===== src/design/kbsl_pkg.sv =====
// Package with constants, types and the frame builder of the keyboard serial link
`timescale 1ns / 1ps

package kbsl_pkg;

    localparam int QUEUE_DEPTH     = 16;
    localparam int FRAME_HALF_BITS = 42;

    localparam int PTR_W = (QUEUE_DEPTH > 1) ? $clog2(QUEUE_DEPTH) : 1;
    localparam int CNT_W = $clog2(QUEUE_DEPTH + 1);
    localparam int IDX_W = $clog2(FRAME_HALF_BITS + 1);

    typedef enum logic [1:0] {
        CMD_TICK  = 2'd0,
        CMD_ADD   = 2'd1,
        CMD_WRITE = 2'd2,
        CMD_READ  = 2'd3
    } cmd_t;

    localparam logic [7:0] PORT_LATCH_A = 8'h60;
    localparam logic [7:0] PORT_LATCH_B = 8'h61;
    localparam logic [7:0] PORT_STATUS  = 8'h62;
    localparam logic [7:0] PORT_NMI     = 8'ha0;

    localparam logic [7:0] RD_UNKNOWN    = 8'hff;
    localparam logic [7:0] STAT_ALWAYS   = 8'h02;
    localparam logic [7:0] STAT_LATCH    = 8'h01;
    localparam logic [7:0] STAT_SPEAKER  = 8'h30;
    localparam logic [7:0] STAT_LINE     = 8'h40;

    typedef struct packed {
        logic [7:0] read_data;
        logic       line_level;
        logic       nmi_enable;
        logic       key_dropped;
    } res_t;

    function automatic logic [FRAME_HALF_BITS-1:0] build_frame(input logic [7:0] code);
        logic [FRAME_HALF_BITS-1:0] f;
        logic                       par;
        f      = '0;
        par    = 1'b0;
        f[0]   = 1'b1;
        for (int c = 0; c < 8; c++)
        begin
            par = par ^ code[c];
            if (code[c])
            begin
                f[2 * (c + 1)] = 1'b1;
            end
            else
            begin
                f[2 * (c + 1) + 1] = 1'b1;
            end
        end
        if (par)
        begin
            f[18] = 1'b1;
        end
        else
        begin
            f[19] = 1'b1;
        end
        return f;
    endfunction

endpackage


===== src/design/keyboard_biphase_serial_link.sv =====
// Top level of the keyboard biphase serial link with key queue and port interface
// A result is registered after its item transfer, in the output register or, under stall, in the skid stage.
// Throughput: one item per cycle while the skid stage is empty; an output register and a skid stage part the channels.
// The key queue is a synchronous memory, one write and one registered read per cycle.
// A dequeued code is read out in the dequeue cycle and loaded into the frame in the cycle after.
// Reset clears pointers, fill count, frame index, latches and output valid flags; queue contents are
// undefined until written and need no clearing pass.
`timescale 1ns / 1ps

module keyboard_biphase_serial_link
    import kbsl_pkg::*;
(
    input  logic       clk,
    input  logic       rst_n,
    input  logic       item_valid,
    output logic       item_stall,
    input  logic [1:0] cmd,
    input  logic [7:0] data_byte,
    input  logic [7:0] port,
    input  logic       speaker_on,
    output logic       result_valid,
    input  logic       result_stall,
    output logic [7:0] read_data,
    output logic       line_level,
    output logic       nmi_enable,
    output logic       key_dropped
);

    logic [7:0]                 key_mem [QUEUE_DEPTH];
    logic [7:0]                 rdata_reg;
    logic                       load_reg;
    logic [FRAME_HALF_BITS-1:0] frame_reg;

    logic [PTR_W-1:0] head_reg, head_next;
    logic [PTR_W-1:0] tail_reg, tail_next;
    logic [CNT_W-1:0] count_reg, count_next;
    logic [IDX_W-1:0] idx_reg, idx_next;
    logic             latch_reg, latch_next;
    logic             line_reg, line_next;
    logic [7:0]       port_a_reg, port_a_next;
    logic [7:0]       port_b_reg, port_b_next;
    logic             mask_reg, mask_next;

    logic       out_valid_reg, skid_valid_reg;
    res_t       out_reg, skid_reg;
    res_t       res;

    logic                       fire;
    logic                       deq;
    logic                       push;
    logic                       full;
    logic [IDX_W-1:0]           idx_eff;
    logic [IDX_W-1:0]           pos;
    logic [FRAME_HALF_BITS-1:0] frame_src;
    cmd_t                       cmd_c;

    assign cmd_c      = cmd_t'(cmd);
    assign fire       = item_valid && !item_stall;
    assign item_stall = skid_valid_reg;
    assign full       = (count_reg == CNT_W'(QUEUE_DEPTH));
    assign deq        = fire && (cmd_c == CMD_TICK) && (count_reg != '0)
                        && (idx_reg == '0) && !latch_reg;
    assign push       = fire && (cmd_c == CMD_ADD) && !full;
    assign frame_src  = load_reg ? build_frame(rdata_reg) : frame_reg;
    assign idx_eff    = deq ? IDX_W'(1) : idx_reg;
    assign pos        = idx_eff - IDX_W'(1);

    always_comb
    begin
        head_next   = head_reg;
        tail_next   = tail_reg;
        count_next  = count_reg;
        idx_next    = idx_reg;
        latch_next  = latch_reg;
        line_next   = line_reg;
        port_a_next = port_a_reg;
        port_b_next = port_b_reg;
        mask_next   = mask_reg;
        res         = '0;

        if (deq)
        begin
            head_next  = (head_reg == PTR_W'(QUEUE_DEPTH - 1)) ? '0 : head_reg + PTR_W'(1);
            count_next = count_reg - CNT_W'(1);
            latch_next = 1'b1;
        end
        if (push)
        begin
            tail_next  = (tail_reg == PTR_W'(QUEUE_DEPTH - 1)) ? '0 : tail_reg + PTR_W'(1);
            count_next = count_reg + CNT_W'(1);
        end

        if (fire)
        begin
            case (cmd_c)
                CMD_TICK:
                begin
                    if (idx_eff != '0)
                    begin
                        line_next = deq ? 1'b1 : frame_src[pos];
                        idx_next  = (idx_eff == IDX_W'(FRAME_HALF_BITS)) ? '0
                                    : idx_eff + IDX_W'(1);
                    end
                end
                CMD_ADD:
                begin
                    res.key_dropped = full;
                end
                CMD_WRITE:
                begin
                    case (port)
                        PORT_LATCH_A: port_a_next = data_byte;
                        PORT_LATCH_B: port_b_next = data_byte;
                        PORT_NMI:     mask_next   = data_byte[7];
                        default:      ;
                    endcase
                end
                CMD_READ:
                begin
                    case (port)
                        PORT_LATCH_A: res.read_data = port_a_reg;
                        PORT_LATCH_B: res.read_data = port_b_reg;
                        PORT_STATUS:
                        begin
                            res.read_data = STAT_ALWAYS
                                | (latch_reg  ? STAT_LATCH   : 8'h00)
                                | (speaker_on ? STAT_SPEAKER : 8'h00)
                                | (line_reg   ? STAT_LINE    : 8'h00);
                        end
                        PORT_NMI:
                        begin
                            latch_next    = 1'b0;
                            res.read_data = 8'h00;
                        end
                        default:      res.read_data = RD_UNKNOWN;
                    endcase
                end
                default: ;
            endcase
        end

        res.line_level = line_next;
        res.nmi_enable = mask_next;
    end

    always_ff @(posedge clk)
    begin
        if (push)
        begin
            key_mem[tail_reg] <= data_byte;
        end
        if (deq)
        begin
            rdata_reg <= key_mem[head_reg];
        end
        if (load_reg)
        begin
            frame_reg <= frame_src;
        end
    end

    always_ff @(posedge clk or negedge rst_n)
    begin
        if (!rst_n)
        begin
            head_reg   <= '0;
            tail_reg   <= '0;
            count_reg  <= '0;
            idx_reg    <= '0;
            latch_reg  <= 1'b0;
            line_reg   <= 1'b0;
            port_a_reg <= '0;
            port_b_reg <= '0;
            mask_reg   <= 1'b0;
            load_reg   <= 1'b0;
        end
        else
        begin
            head_reg   <= head_next;
            tail_reg   <= tail_next;
            count_reg  <= count_next;
            idx_reg    <= idx_next;
            latch_reg  <= latch_next;
            line_reg   <= line_next;
            port_a_reg <= port_a_next;
            port_b_reg <= port_b_next;
            mask_reg   <= mask_next;
            load_reg   <= deq;
        end
    end

    // hold results in the output register, park one in the skid stage under stall
    always_ff @(posedge clk or negedge rst_n)
    begin
        if (!rst_n)
        begin
            out_valid_reg  <= 1'b0;
            skid_valid_reg <= 1'b0;
        end
        else if (fire)
        begin
            if (out_valid_reg && result_stall)
            begin
                skid_valid_reg <= 1'b1;
            end
            else
            begin
                out_valid_reg <= 1'b1;
            end
        end
        else if (out_valid_reg && !result_stall)
        begin
            if (skid_valid_reg)
            begin
                skid_valid_reg <= 1'b0;
            end
            else
            begin
                out_valid_reg <= 1'b0;
            end
        end
    end

    always_ff @(posedge clk)
    begin
        if (fire)
        begin
            if (out_valid_reg && result_stall)
            begin
                skid_reg <= res;
            end
            else
            begin
                out_reg <= res;
            end
        end
        else if (out_valid_reg && !result_stall && skid_valid_reg)
        begin
            out_reg <= skid_reg;
        end
    end

    assign result_valid = out_valid_reg;
    assign read_data    = out_reg.read_data;
    assign line_level   = out_reg.line_level;
    assign nmi_enable   = out_reg.nmi_enable;
    assign key_dropped  = out_reg.key_dropped;

endmodule


===== config.mk =====
export PLATFORM = sky130hd
export DESIGN_NAME = keyboard_biphase_serial_link
export DESIGN_NICKNAME = d
export VERILOG_FILES = /design/src/design/kbsl_pkg.sv /design/src/design/keyboard_biphase_serial_link.sv
export SDC_FILE = /design/constraint.sdc
export NUM_CORES = 1
export LEC_CHECK = 0
export BUFFER_PORTS_ARGS = -buffer_cell sky130_fd_sc_hd__buf_2
export CAP_MARGIN = 30
export CORE_MARGIN = 2
export CORE_UTILIZATION = 56
export CTS_CLUSTER_SIZE = 8
export DETAILED_ROUTE_END_ITERATION = 6
export PLACE_DENSITY = 0.86
export RECOVER_POWER = 50
export SETUP_SLACK_MARGIN = 0.2
export SYNTH_ARGS = -nofsm -noshare
export SYNTH_HDL_FRONTEND = slang
export SYNTH_SLANG_ARGS = --single-unit

===== constraint.sdc =====
create_clock -name clk -period 4.4 [get_ports clk]
set_clock_uncertainty 0.15 [all_clocks]
set_input_delay 0 -clock clk [delete_from_list [all_inputs] [get_ports clk]]
set_output_delay 0 -clock clk [all_outputs]
set_load 0.02 [all_outputs]

After elaboration in Yosys (flattened, before gate mapping) --
Memory sizes are Yosys's and may differ from the RTL's. A register that Yosys moved wholly into a read port is not among the register bits. Index checks and enable logic that the tools add are counted.
Cells by class: add/sub/neg operators 6, magnitude comparators 1, eq/ne operators 14, multiplexer cells 56, bitwise gates (word level) 9, reduce and logical (&&, ||, !) cells 28
Operator list (count):
- $mux 42 | 1
- $mux 1 | 41
- $mux 11 | 3
- $pmux 8 s4 | 1
- $eq 8x7->1 const B | 3
- $mux 6 | 3
- $reduce_and 3->1 | 4
- $logic_and 1x1->1 | 10
- $mux 5 | 2
- $add 4x1->4 const B | 2
- $eq 4x4->1 const B | 2
- $eq 8x8->1 const B | 1
- $mux 4 | 2
- $mux 8 | 1
- $lt 6x7->1 const B | 1
- $mux 7 | 1
- $or 6x7->7 | 1
- $xor 1x1->1 | 7
- $add 6x1->6 const B | 1
- $bmux 1 s6 | 1
- $eq 6x6->1 const B | 1
- $logic_not 6->1 | 1
- $or 2x6->6 | 1
- $reduce_and 2->1 | 3
- other kinds (13) | 20
Word-level totals: register bits after elaboration 105, memory bits (writable) 128, input bits 23, output and inout bits 13, logic and storage cells 136, memories 1
Memory list:
- key_mem | depth 16, bits a word 8, read ports 1, clocked after Yosys merged registers in 1, write ports 1, line keyboard_biphase_serial_link.sv:29 | logic [7:0] key_mem [QUEUE_DEPTH];

Depth between registers and ports, before layout --
depth after elaboration 17, gate-level depth with buffers 15, mapped depth without buffers 12

Least setup slack after synthesis --
Ideal clock, no wire load.
kind reg-to-reg, start point register idx_reg[0], end point register out_reg (netlist bit line_level), data pin, setup time 260 ps, arrival 4093 ps, setup slack -103 ps, cell stages (with the launch flop) 16, path through dfrtp_1 > buf_6 > or4_4 > a2111oi_4 > a21oi_2 > buf_2 > inv_1 > ha_1 > inv_1 > clkbuf_1 > mux4_2 > mux2_1 > nor3_1 > o21a_1 > o32ai_2 > mux2_4
Between the ends: word-level cells in the longest chain between the ends 13, elaborated cells on any way between the ends 14, classes of those cells 1 x add/sub; 9 x mux; 4 x reduce/logical
RTL lines:
- start, declared | line keyboard_biphase_serial_link.sv:37 | logic [IDX_W-1:0] idx_reg, idx_next;
- start signal, assigned | line keyboard_biphase_serial_link.sv:182 | idx_reg <= idx_next;
- $logic_not 6->1 | line keyboard_biphase_serial_link.sv:62 | && (idx_reg == '0) && !latch_reg;
- $logic_and 1x1->1 (2 in series) | line keyboard_biphase_serial_link.sv:62
- $mux 6 | line keyboard_biphase_serial_link.sv:65 | assign idx_eff = deq ? IDX_W'(1) : idx_reg;
- $sub 6x1->6 | line keyboard_biphase_serial_link.sv:66 | assign pos = idx_eff - IDX_W'(1);
- $bmux 1 s6 | line keyboard_biphase_serial_link.sv:100 | line_next = deq ? 1'b1 : frame_src[pos];
- $mux 1 (implied by the code) | line keyboard_biphase_serial_link.sv:100
- $mux 1 | line keyboard_biphase_serial_link.sv:100
- $mux 1 * | line keyboard_biphase_serial_link.sv:98 | if (idx_eff != '0)
- $mux 1 * | line keyboard_biphase_serial_link.sv:95 | case (cmd_c)
- $mux 1 * | line keyboard_biphase_serial_link.sv:93 | if (fire)
- named net line_next | line keyboard_biphase_serial_link.sv:39 | logic line_reg, line_next;
- $mux 11 * | line keyboard_biphase_serial_link.sv:228 | if (out_valid_reg && result_stall)
- $mux 11 * | line keyboard_biphase_serial_link.sv:226 | if (fire)
- end signal, assigned | line keyboard_biphase_serial_link.sv:234 | out_reg <= res;
- end signal, assigned | line keyboard_biphase_serial_link.sv:239 | out_reg <= skid_reg;
- end, declared | line keyboard_biphase_serial_link.sv:45 | res_t out_reg, skid_reg;
The timed path passes the listed nets; every way through them passes the cells marked *. The select of a mux whose other input is x is not followed. A chain may end at the register's enable or synchronous reset.

Worst setup path in the final report --
start point register idx_reg[1], end point register out_reg (netlist bit line_level), data pin
Same word-level chain as after synthesis.

==> impl_metrics.sql <==
INSERT INTO impl_metrics (metric_group, metric, value, unit) VALUES
('run_status', 'result_of_the_run', 'finished, violations left', ''),
('run_status', 'failed_checks', 'design-rule violations, max-capacitance violations, max-slew violations', ''),
('drt', 'drtAntennaViolNets', '0', ''),
('critical_path', 'worst_path_dominant_cell_family', 'compound AO/OA/AOI/OAI gates', ''),
('job', 'maxCapViolations', '1', ''),
('timing', 'finalMaxSlewViolations', '42', ''),
('drt', 'route.vias.total', '6413', ''),
('timing', 'layout_worst_path_cycle_share', '94.73', '%'),
('clocking', 'clock_slew_at_the_register_clock_pins_of_the_worst_setup_and_hold_paths', '0.05', 'ns'),
('logic_synthesis', 'synth.cells.most_frequent', 'sky130_fd_sc_hd__edfxtp_1, sky130_fd_sc_hd__mux4_2, sky130_fd_sc_hd__dfrtp_1, sky130_fd_sc_hd__nand2_1, sky130_fd_sc_hd__mux2_2', ''),
('die', 'core.rowCount', '50', ''),
('logic_synthesis', 'synth_nets', '684', ''),
('power_and_ir_drop', 'power_frac_comb', '22.5', '%'),
('critical_path', 'startpoint_type', 'flop', ''),
('critical_path', 'timing.critical_path.slowest_stage_cell', 'sky130_fd_sc_hd__or4_4', ''),
('logic_synthesis', 'postSynthAreaPerCell', '16.17', 'µm²'),
('logic_synthesis', 'post-synth-top-count-cell', 'sky130_fd_sc_hd__edfxtp_1', ''),
('die', 'fp.coreArea', '18520', 'µm²'),
('grt', 'vias_in_the_first_global_route', '6513', ''),
('critical_path', 'critPathArrivalTime', '4.28', 'ns'),
('placed_design', 'dp_hpwl', '13.27', 'mm'),
('placed_design', 'dpl-instance-area', '10920', 'µm²'),
('grt', 'grt_pass1_wl', '37.22', 'mm'),
('drt', 'drt_iter0_drc', '718', ''),
('critical_path', 'required', '4.52', 'ns'),
('drt', 'drt_drc_violations_left', '25', ''),
('logic_synthesis', 'synth_enable_flop_cells', '200', ''),
('layout', 'layout.filler_cells', '1096', ''),
('critical_path', 'critical_path.endpoint_type', 'flop', ''),
('logic_synthesis', 'synth.ff_latch_count', '241', ''),
('layout', 'multiInputGateArea', '3316', 'µm²'),
('die', 'ioPinCount', '36', ''),
('layout', 'finalInstanceArea', '12350', 'µm²'),
('timing', 'relSlewSlack', '-52.65', '%'),
('clocking', 'root_buffer', 'sky130_fd_sc_hd__clkbuf_16', ''),
('logic_synthesis', 'ys_async_sr_fraction', '17.01', '%'),
('hold_path', 'worstHoldPathType', 'in -> reg', ''),
('logic_synthesis', 'synth-seq-area-share', '67.11', '%'),
('logic_synthesis', 'yosys_top_cell_area_share', '57.32', '%'),
('die', 'floorplan.initialDensity', '56.58', '%'),
('timing', 'grt_setup_unrepaired', 'false', ''),
('logic_synthesis', 'yosysWarnings', '0', ''),
('clocking', 'clock_tree_from_tritoncts', 'done', ''),
('critical_path', 'critical-path-top-cell-by-count', 'sky130_fd_sc_hd__buf_4', ''),
('die', 'die_width', '140.8', 'µm'),
('die', 'chipHeight', '140.8', 'µm'),
('layout', 'largest_register_ff_count', '128', ''),
('power_and_ir_drop', 'clock_power_share', '36.8', '%'),
('clocking', 'cts_buffer_depth', '3', ''),
('timing', 'fin_crit', '4.168', 'ns'),
('power_and_ir_drop', 'vdd_drop_max', '0.4589', 'mV'),
('logic_synthesis', 'post_synth_num_cell_types', '61', ''),
('placed_design', 'gp_congestion', '0.9452', ''),
('timing', 'maximum_clock_frequency', '239.9', 'MHz'),
('power_and_ir_drop', 'power-per-cell-area', '552.7', 'nW/µm²'),
('power_and_ir_drop', 'intPower', '4.825', 'mW'),
('logic_synthesis', 'netlist_instances', '648', ''),
('logic_synthesis', 'synth_largest_area_cell', 'sky130_fd_sc_hd__edfxtp_1', ''),
('layout', 'num_antenna_cells', '0', ''),
('clocking', 'clk-insertion-delay-late', '0.52', 'ns'),
('logic_synthesis', 'cell_area_after_synthesis', '10480', 'µm²'),
('die', 'dieArea', '19820', 'µm²'),
('clocking', 'cts_htree_levels', '2', ''),
('layout', 'signed_area_change_from_the_synthesized_netlist_to_the_final_layout', '17.84', '%'),
('timing', 'finalSetupViolCount', '0', ''),
('critical_path', 'critical_path.max_fanout', '6', ''),
('grt', 'grt_remaining_overflow', '0', ''),
('critical_path', 'worstSetupPathType', 'reg -> reg', ''),
('drt', 'post_drt_via_cell_ratio', '6.465', ''),
('timing', 'post-route-worst-setup-slack', '0.2317', 'ns'),
('clocking', 'tritoncts.num_buffers', '36', '');
[metal layers]
layer / share of wire [%] / vias to the layer above / global-route usage, %
met3: 7.4 / 102 / 4.586
met4: 4.4 / 0 / 9.789
met2: 52 / 430 / 42.95
li1: - / 2690 / -
met1: 37 / 3191 / 30.98
met5: 0 / - / 0
[power groups by stage]
stage,sequential [mW],clock (mW),combinational (mW)
after floorplan,2.81,0,0.838
after global placement,2.77,0,1.09
after detailed placement,2.79,0,1.17
after CTS,2.77,2.53,1.26
after global routing,2.79,2.63,1.62
final,2.78,2.51,1.53
[logic make-up (layout without fill, tap and decap cells)]
group | Yosys count | count (layout) | share of synthesized area, %
buf+inv | 49 | 159 | 1.851
simple gates | 149 | 149 | 7.332
mux | 96 | 96 | 15.12
fa+ha+maj | 13 | 13 | 1.624
compound gates | 82 | 82 | 5.458
flops | 241 | 241 | 67.11
xor+xnor | 18 | 18 | 1.505
[per-stage QoR]
stage	std cells	power, mW	utilization [%]	hold slack, ns
after floorplan	648	3.644	-	-0.4456
after global placement	897	3.860	58.97	0.01674
after detailed placement	897	3.960	58.97	0.02913
after CTS	973	6.565	65.68	0.03836
after global routing	992	7.044	66.68	0.08840
final	992	6.825	66.68	0.07908
[cells in the final DEF (no fill, tap or decap), types with 3 or more instances in the layout]
cell and n:
sky130_fd_sc_hd__edfxtp_1 200, sky130_fd_sc_hd__mux4_2 45, sky130_fd_sc_hd__clkbuf_1 42, sky130_fd_sc_hd__nand2_1 39
sky130_fd_sc_hd__dfrtp_1 39, sky130_fd_sc_hd__clkbuf_16 36, sky130_fd_sc_hd__nor2_1 34, sky130_fd_sc_hd__mux2_2 32
sky130_fd_sc_hd__buf_4 29, sky130_fd_sc_hd__nor2b_1 25, sky130_fd_sc_hd__a21oi_1 19, sky130_fd_sc_hd__o21ai_0 19
sky130_fd_sc_hd__dlygate4sd3_1 19, sky130_fd_sc_hd__xnor2_1 15, sky130_fd_sc_hd__buf_2 13, sky130_fd_sc_hd__inv_1 12
sky130_fd_sc_hd__nand2b_1 12, sky130_fd_sc_hd__ha_1 11, sky130_fd_sc_hd__o31ai_1 10, sky130_fd_sc_hd__nor3_1 9
sky130_fd_sc_hd__mux2i_1 9, sky130_fd_sc_hd__mux2_1 8, sky130_fd_sc_hd__and3_1 6, sky130_fd_sc_hd__nand3_1 6
sky130_fd_sc_hd__a21o_1 5, sky130_fd_sc_hd__o21a_1 3, sky130_fd_sc_hd__a311oi_1 3, sky130_fd_sc_hd__nand4_1 3
[what timing repair did]
item,CTS,global route
gates resized for setup,2,12
buffers inserted,0,15
setup endpoints to repair,1,2
endpoints found under the hold margin,204,41
pin swaps,0,6
hold buffers,18,1
[layout make-up]
type / count / area share (%)
clock buffers: 54 / 7.844
clock inverters: 4 / 0.6891
inverters: 14 / 0.4560
multi-input cells: 358 / 26.85
flip-flops and latches: 241 / 56.97
well taps: 234 / 2.371
repair buffers: 87 / 4.814
[worst paths after layout]
check,depth (start not counted),slack (ns),to,start
max,13,0.23,line_level,idx_reg[1]
min,3,0.08,skid_reg[4],port[0]
max reg2reg,13,0.23,line_level,idx_reg[1]
min reg2reg,1,0.35,port_b_reg[0],port_b_reg[0]
max in group asynchronous,4,1.33,idx_reg[1],rst_n
min in group asynchronous,4,1.29,result_valid,rst_n
[tightest hold or removal path: cells and delay by family]
kind	cells	cell delay (ns)
AO/OA/AOI/OAI	1	0.14
buffers and inverters	1	0.19
multiplexers	1	0.22
No activity file was read; power rests on OpenSTA's default activity.
